File: config.mk
export PLATFORM = sky130hd
export DESIGN_NAME = lobm_ram
export DESIGN_NICKNAME = d
export VERILOG_FILES = /design/src/sv/limit_order_book_matcher_defines.svh /design/src/sv/lobm_ram.sv
export SDC_FILE = /design/constraint.sdc
export NUM_CORES = 1
export LEC_CHECK = 0
export BUFFER_PORTS_ARGS = -buffer_cell sky130_fd_sc_hd__buf_2
export CAP_MARGIN = 20
export CORE_MARGIN = 8
export CORE_UTILIZATION = 61
export DETAILED_ROUTE_END_ITERATION = 10
export PLACE_DENSITY = 0.77
export SLEW_MARGIN = 20
export SYNTH_ARGS = -nofsm -noshare
export SYNTH_HDL_FRONTEND = slang
export SYNTH_SLANG_ARGS = --single-unit
File: constraint.sdc
create_clock -name aclk -period 2.96 [get_ports aclk]
set_input_delay 0.296 -clock aclk [delete_from_list [all_inputs] [get_ports aclk]]
set_output_delay 0.296 -clock aclk [all_outputs]
set_load 0.02 [all_outputs]
File: src/sv/limit_order_book_matcher_defines.svh
// Assertion macros for the limit order book matcher.
// Depends on a clock named aclk and an active-low reset named aresetn in scope.
`ifndef LIMIT_ORDER_BOOK_MATCHER_DEFINES_SVH
`define LIMIT_ORDER_BOOK_MATCHER_DEFINES_SVH

// Consequent must hold in the same cycle as the antecedent.
`define LOBM_ASSERT_SAME(label, ante, cons, msg) \
    label: assert property (@(posedge aclk) disable iff (!aresetn) (ante) |-> (cons)) \
        else $error(msg);

// Consequent must hold in the cycle after the antecedent.
`define LOBM_ASSERT_NEXT(label, ante, cons, msg) \
    label: assert property (@(posedge aclk) disable iff (!aresetn) (ante) |=> (cons)) \
        else $error(msg);

`endif

File: src/sv/lobm_ram.sv
// Generic single-write, single-read RAM with registered read data.
// No dependencies.
module lobm_ram #(
    parameter int WIDTH = 8,
    parameter int DEPTH = 16
) (
    input  logic                     aclk,
    input  logic                     we,
    input  logic [$clog2(DEPTH)-1:0] waddr,
    input  logic [WIDTH-1:0]         wdata,
    input  logic [$clog2(DEPTH)-1:0] raddr,
    output logic [WIDTH-1:0]         rdata
);

    logic [WIDTH-1:0] mem [DEPTH];

    // Write port and registered read port.
    always_ff @(posedge aclk) begin
        if (we) begin
            mem[waddr] <= wdata;
        end
        rdata <= mem[raddr];
    end

endmodule

After elaboration in Yosys (flattened, before gate mapping)
Memory sizes are Yosys's and may differ from the RTL's. A register that Yosys moved wholly into a read port is not among the register bits. Cells that the tools add are included. Widths: inputs -> output; s select.

Mux-type cells: 2.

Operators with widths (number): $mux 1 (2).

Register bits: 0. Input bits: 18. Memories kept: 1. Bits in writable memories: 128. Word-level logic and storage cells: 3. Output and inout bits: 8.

Memory list: mem (depth 16, bits a word 8, rd ports 1, clocked after memory_dff 1, write ports 1, RTL line lobm_ram.sv:15) `logic [WIDTH-1:0] mem [DEPTH];`.

Logic depth before layout (Yosys ltp)
Gate-level depths: netlist of the first run.

Depth after elaboration: 2. Gate-level depth with buffers: 5. Depth with buffers taken out: 3.

Worst setup path before layout of the first run
OpenSTA, ideal clock, no wires.

Kind: in2reg. Start: in waddr[2]. End: mem mem[0][0], enable pin. Library setup time: 0.383 ns. Data required time: 2.577 ns. Path slack: 1.171 ns. Arrival: 1.406 ns. Stages: 2. Path buffers: 0. Cell sequence: or3b_2 > nor3_1.

RTL lines: start, declared (RTL line lobm_ram.sv:9) `input logic [$clog2(DEPTH)-1:0] waddr,`; end, declared (RTL line lobm_ram.sv:15).

Straight into the memory's write port.

Worst setup path in the final report of the first run
Start: in waddr[2]. End: mem mem[2][7], enable pin.

Straight into the memory's write port.

==> results.md, run 1 <==
* Nets@finish at 289
* Final worst slack at 1510 ps
* Final-report hold violation count at 0
* Detail Route Antenna Nets at 0
* Slew of the pin with the lowest slew margin at a little under 1000 ps
* First DRT Iteration DRCs at 214
* Crit path kind: in2reg
* Cts hold-fix bufs at 0
* Initial antenna violation count at 0
* Syn nets at 247
* Crit end category: flop
* Vias per cell at 6.40
* RePlAce Congestion at 0.725
* Wire per inst at 26.5 µm
* Layout fillers at 474
* Clock transition at path regs at around 60 ps
* First-pass GRT wire length at approximately 15000 µm
* P&R area growth vs syn at 16.9%
* Critical path launch point type: input pin
* Clk_lat worst skew at 510 ps
* Setup TNS at 0 ps
* Place WS at 1000 ps
* # port buffers at 25
* Mean Syn Cell Area at 22.5 µm²
* Max Cap Viol at 0
* Chip Width at 108 µm
* Vias at around 2500
* Final Skew at just under 9 ps
* Slowest stage delay, CP at 670 ps
* Routed WL at 10300 µm
* Most frequent cells in the layout: edfxtp_1 (128), buf_2 (25), mux4_2 (18)
* # IOs at 26
* Rel. slew slack at 0.352
* Hold Crit Class: in2reg
* WP data required at about 3100 ps
* Hold_ws at around 160 ps
* Flops & latches, synth at approximately 140
* DRC at 0
* Die area at 0.0116 mm²
* Worst vdd ir at approximately 0.49 mV
* Setup repair bufs after CTS at 0
* Leakage Power at 2.04 nW
* Final setup viols at 0
* Ant. Diodes at 0
* CP Cell Sequence: buf_2, or3b_2, nor2_1
* Maximum fanout along the worst path at 8
* Post-Synthesis Cells at 229
* Max Fclk at 0.688 GHz
* Vias in the first global route at 2549
* GRT Total Usage at 0.192
* Outcome: completed
* Core area at 0.00822 mm²
* Gr ovfl total at 0
* Commonest non-fill, non-tap cell in the layout: edfxtp_1
* Yosys warns at 0
* Root Driver: clkbuf_8
* PwrDens at roughly 770 mW/mm²
* Std cell rows at 33
* Layout cells sized above 1 at 0.285
* Chip height at 108 µm
* Num CTS Buffers at 17
* Worst path arrival time at 1590 ps
* # H-tree levels at 4
* Slowest-stage cell, CP: nor2_1
* CTS tree: yes
* TritonRoute pass-1 iters at 4
* Tcrit/Tclk final at 0.491
* Synthesized cell area at 0.00515 mm²
* Post-synthesis sequential area ratio at 0.778
* Distinct cells, synth at 19
* Final HPWL DP at ~5800 µm
* Cts repair resizes at 0
* Initial Util at 0.626
* Largest net degree at the start of global routing at 33
* CTS max path bufs at 2
* RSZ-0062 raised after global routing: no
* Sink Count at 136
* Final min period at 1450 ps
* Slew Limit Fails at 0
[through the flow]
step           power (mW)  instance area, µm²   util  std cells
5_1_grt              4.71                6020  0.732        389
2_1_floorplan        2.33                5150      -        229
4_1_cts              4.62                6020  0.732        389
6_report             4.60                6020  0.732        389
3_3_place_gp         2.41                5390  0.656        357
3_5_place_dp         2.41                5390  0.656        357
[synth_stat cells]
library cell | n | share of area
edfxtp_1 | 128 | 0.75
mux4_2 | 18 | 0.079
a22oi_1 | 16 | 0.023
mux4_1 | 14 | 0.071
nor2_1 | 13 | 0.0095
nand2_1 | 9 | 0.0066
dfxtp_1 | 8 | 0.031
nor3_1 | 4 | 0.0039
buf_2 | 3 | 0.0029
buf_6 | 3 | 0.0066
clkdlybuf4s25_2 | 3 | 0.0058
nand2b_1 | 2 | 0.0024
nand3b_1 | 2 | 0.0029
and2_1 | 1 | 0.0012
and2b_1 | 1 | 0.0015
buf_4 | 1 | 0.0015
nand3_1 | 1 | 0.00097
nor2b_1 | 1 | 0.0012
or3b_2 | 1 | 0.0017
[worst paths after layout]
kind,from,depth (start not counted),slack (ps),to
max,waddr[2],3,1510,mem[2][7]$_DFFE_PP_
min,wdata[5],1,160,mem[15][5]$_DFFE_PP_
max reg2reg,mem[2][1]$_DFFE_PP_,3,1540,rdata[1]$_DFF_P_
min reg2reg,mem[13][1]$_DFFE_PP_,3,690,rdata[1]$_DFF_P_
[worst max-delay path: cells and delay by family]
| family | cells | cell delay [ps] |
|---|---|---|
| buf+inv | 1 | 110 |
| simple gates | 2 | 1170 |
[routing by layer]
| layer | vias up | GRT usage | wire (µm) |
|---|---|---|---|
| met5 | - | 0 | 0 |
| met4 | 0 | 0.0763 | 136 |
| met3 | 12 | 0.0539 | 765 |
| met2 | 122 | 0.296 | 5190 |
| met1 | 1295 | 0.253 | 4220 |
| li1 | 1061 | - | - |
[kinds of logic after synthesis]
| logic type | Yosys count | synth area share |
|---|---|---|
| AND/OR/NAND/NOR | 35 | 0.0318 |
| flip-flops | 136 | 0.778 |
| AO/OA/AOI/OAI | 16 | 0.0233 |
| multiplexers | 32 | 0.150 |
| buffers and inverters | 10 | 0.0168 |
[area by class of cell]
cell class,instances,area [µm²],share of cell area
clock buffers,20,425,0.0707
well taps,105,131,0.0218
repair buffers,33,198,0.0329
multi-input cells,83,1060,0.176
flip-flops and latches,136,4000,0.666
clock inverters,12,200,0.0333
[sequential cells by signal, indices dropped and copies added, names as in the netlist]
| signal | count |
|---|---|
| mem | 128 |
| rdata | 8 |
[power by group]
part	leakage, nW	internal, mW	switching, mW
Clock	0.295	1.45	0.780
Combinational	0.517	0.0817	0.122
Sequential	1.22	2.15	0.0156
Note: power is estimated with default switching activity, not from simulation.
==> run 2: changes to the inputs <==
--- a/config.mk
+++ b/config.mk
@@ -5,12 +5,13 @@
 export SDC_FILE = /design/constraint.sdc
 export NUM_CORES = 1
 export LEC_CHECK = 0
+export ABC_AREA = 1
 export BUFFER_PORTS_ARGS = -buffer_cell sky130_fd_sc_hd__buf_2
 export CAP_MARGIN = 20
 export CORE_MARGIN = 8
-export CORE_UTILIZATION = 61
+export CORE_UTILIZATION = 55
 export DETAILED_ROUTE_END_ITERATION = 10
-export PLACE_DENSITY = 0.77
+export PLACE_DENSITY = 0.73
 export SLEW_MARGIN = 20
 export SYNTH_ARGS = -nofsm -noshare
 export SYNTH_HDL_FRONTEND = slang
==> constraint.sdc (replaced) <==
create_clock -name aclk -period 1.3 [get_ports aclk]
set_input_delay 0.13 -clock aclk [delete_from_list [all_inputs] [get_ports aclk]]
set_output_delay 0.13 -clock aclk [all_outputs]
set_load 0.02 [all_outputs]
==> results.md, run 2 <==
* Switch share at 0.230 (+0.0309)
* Commonest non-fill, non-tap cell in the layout: nand2_1
* Top FF cell, synth: edfxtp_1
* Most frequent cells after synthesis: nand2_1 (173), edfxtp_1 (128), inv_1 (100)
* CP endpoint: rdata[7]
* Slowest-stage cell, CP: dfxtp_1
* Biggest regs: mem: 128 flops, rdata: 8 flops
* Clock transition at path regs at 60 ps (about the same)
* Syn nets at 569 (+130%)
* Slew Limit Fails at 0 (unchanged)
* Ant. Diodes at 0 (unchanged)
* Final-report hold violation count at 0 (unchanged)
* WP data required at 1170 ps (-1930 ps)
* Leakage Power at 2.91 nW (+43%)
* RSZ-0062 raised after global routing: no
* Max Cap Viol at 0 (unchanged)
* Hold Crit Class: in2reg
* CTS tree: yes
* Largest cells by area after synthesis: edfxtp_1 (67%), nand2_1 (11%), nand3_1 (8.4%)
* GRT Total Usage at 0.183 (-0.00836)
* Vias in the first global route at 3700 (+45%)
* RePlAce Congestion at 0.863 (+19%)
* Maximum fanout along the worst path at 1 (-7)
* Register area at 0.00400 mm² (unchanged)
* Yosys warns at 0 (unchanged)
* Final HPWL DP at 7590 µm (+31%)
* Slowest stage delay, CP at 360 ps (-310 ps)
* CP Depth at 1 (-2)
* Layout cells sized above 1 at 0.135 (-0.151)
* Final setup viols at 0 (unchanged)
* First DRT Iteration DRCs at 372 (+74%)
* Largest register FFs at 128 (unchanged)
* Place WS at 112 ps (-888 ps)
* Routed WL at 12600 µm (+22%)
* Post-Synthesis Cells at 551 (+140%)
* Post-synth EDFFs at 128 (unchanged)
* Distinct cells, synth at 12 (-7)
* Crit end category: primary output
* Clk_lat worst skew at 520 ps (about the same)
* Max Fclk at 0.844 GHz
* First-pass GRT wire length at 19700 µm (+27%)
* # IOs at 26 (unchanged)
* Die area at 0.0140 mm² (+20%)
* TritonRoute pass-1 iters at 5 (+1)
* Cts repair resizes at 0 (unchanged)
* Initial antenna violation count at 0 (unchanged)
* Cts hold-fix bufs at 0 (unchanged)
* Critical path launch point type: flop
* Flops & latches, synth at 136 (unchanged)
* Outcome: completed
* Std cell rows at 37 (+12%)
* Worst vdd ir at 0.917 mV (+87%)
* Largest delay share family, worst path: flip-flops
* Post-synthesis sequential area ratio at 0.694 (-0.0835)
* Largest net degree at the start of global routing at 65 (+97%)
* Chip Width at 118 µm (+9.8%)
* Most common cell in the synthesized netlist: nand2_1
* Nets@finish at 614 (+110%)
* Crit path kind: reg2out
* Wire per inst at 16.9 µm (-36%)
* Internal at 7.64 mW (+110%)
* Final worst slack at 115 ps (-1390 ps)
* Worst path arrival time at 1060 ps (-530 ps)
* Largest register by flop count: mem
* Slew of the pin with the lowest slew margin at 374 ps (-594 ps)
* # port buffers at 25 (unchanged)
* Sequential share of power at 0.497 (+0.026)
* FF-to-FF End: rdata[6]$_DFF_P_
* CP Cell Sequence: buf_2
* Num CTS Buffers at 17 (unchanged)
* Rel. slew slack at 0.751 (+0.399)
* Layout fillers at 731 (+54%)
* Core area at 0.0102 mm² (+25%)
* Setup slack, reg-to-reg at 240 ps (-1300 ps)
* Cell taking the most area after synthesis: edfxtp_1
* Reg2reg start: mem[1][6]$_DFFE_PP_
* Initial Util at 0.564 (-0.0628)
* Chip height at 118 µm (+9.8%)
* PwrDens at 1480 mW/mm² (+94%)
* Critical Path Start: rdata[7]$_DFF_P_
* Final Skew at 14.4 ps (+5.68 ps)
* R2R depth at 6 (+3)
* Yosys top cell area share at 0.667 (-0.0802)
* Setup repair bufs after CTS at 0 (unchanged)
* P&R area growth vs syn at 16.0%
* Detail Route Antenna Nets at 0 (unchanged)
* CTS max path bufs at 2 (unchanged)
* Root Driver: clkbuf_8
* Multi-input combinational cell area at 0.00121 mm² (+15%)
* Clock share of power at 0.437 (-0.048)
* Tcrit/Tclk final at 0.912
* Mean Syn Cell Area at 10.5 µm² (-53%)
* Vias per cell at 5.19 (-19%)
* DRC at 0 (unchanged)
* # H-tree levels at 4 (unchanged)
* Setup TNS at 0 ps (unchanged)
* Final min period at 1190 ps
* Gr ovfl total at 0 (unchanged)
* Most frequent cells in the layout: nand2_1 (173), edfxtp_1 (128), inv_1 (100)
* Share of async-settable or async-resettable flops after synthesis at 0 (unchanged)
* Vias at 3868 (+55%)
* Sw Pwr at 2.28 mW (+150%)
* Synthesized cell area at 0.00577 mm² (+12%)
* Combinational Power Share at 0.066 (+0.022)
* Tot Pwr at 9.92 mW (+120%)
* CP Buf/Inv Count at 1 (unchanged)
* Sink Count at 136 (unchanged)
[run 2: changes by cell type in the layout (fill, tap and decap cells not counted), moves of 14 or more]
cell,delta
mux4_1,-14
nand2_1,+164
nand3_1,+96
a22oi_1,-16
inv_1,+100
mux4_2,-18
[run 2: stage by stage]
| stage | std cells | cell area, µm² | utilization | hold WS (ps) |
|---|---|---|---|---|
| floorplan | 551 | 5770 | - | 229 |
| global placement | 713 | 6150 | 0.601 | 548 |
| detailed placement | 713 | 6150 | 0.601 | 547 |
| CTS | 745 | 6690 | 0.654 | 15.2 |
| global route | 745 | 6690 | 0.654 | 23.6 |
| finish | 745 | 6690 | 0.654 | 25.7 |
[run 2: layout make-up]
class	instances	area share
flip-flops and latches	136	0.598
clock inverters	14	0.0189
clock buffers	18	0.0625
repair buffers	50	0.0561
well taps	136	0.0254
multi-input cells	289	0.181
inverters	102	0.0572
[run 2: how the worst min path moves through the flow]
| stage | start | endpoint | slack (ps) | depth (start not counted) |
|---|---|---|---|---|
| after floorplan | wdata[0] | mem[0][0]$_DFFE_PP_ | 230 | 0 |
| after global routing | wdata[1] | mem[4][1]$_DFFE_PP_ | 20 | 1 |
| final | wdata[1] | mem[4][1]$_DFFE_PP_ | 30 | 1 |
| after detailed placement | rdata[6]$_DFF_P_ | rdata[6] | 550 | 1 |
| after global placement | rdata[6]$_DFF_P_ | rdata[6] | 550 | 1 |
| after CTS | wdata[1] | mem[4][1]$_DFFE_PP_ | 20 | 1 |
[run 2: per-layer routing]
| metal | routed length (µm) | up-vias | GRT usage |
|---|---|---|---|
| met5 | 0 | - | 0 |
| met1 | 5090 | 1792 | 0.234 |
| met4 | 321 | 0 | 0.0806 |
| met3 | 1020 | 24 | 0.0481 |
| li1 | - | 1863 | - |
| met2 | 6150 | 189 | 0.290 |
[run 2: logic make-up (layout without fill, tap and decap cells)]
family / after synthesis / in the layout / share of synthesized area
buf+inv: 126 / 184 / 0.0952
flops: 136 / 136 / 0.694
simple gates: 289 / 289 / 0.210
[run 2: power groups by stage]
stage	clock network (mW)	logic [mW]	registers [mW]
floorplan	0	0.346	5.05
global placement	0	0.631	5.02
detailed placement	0	0.644	5.02
CTS	4.37	0.653	4.93
global route	4.59	0.717	4.94
finish	4.34	0.653	4.93
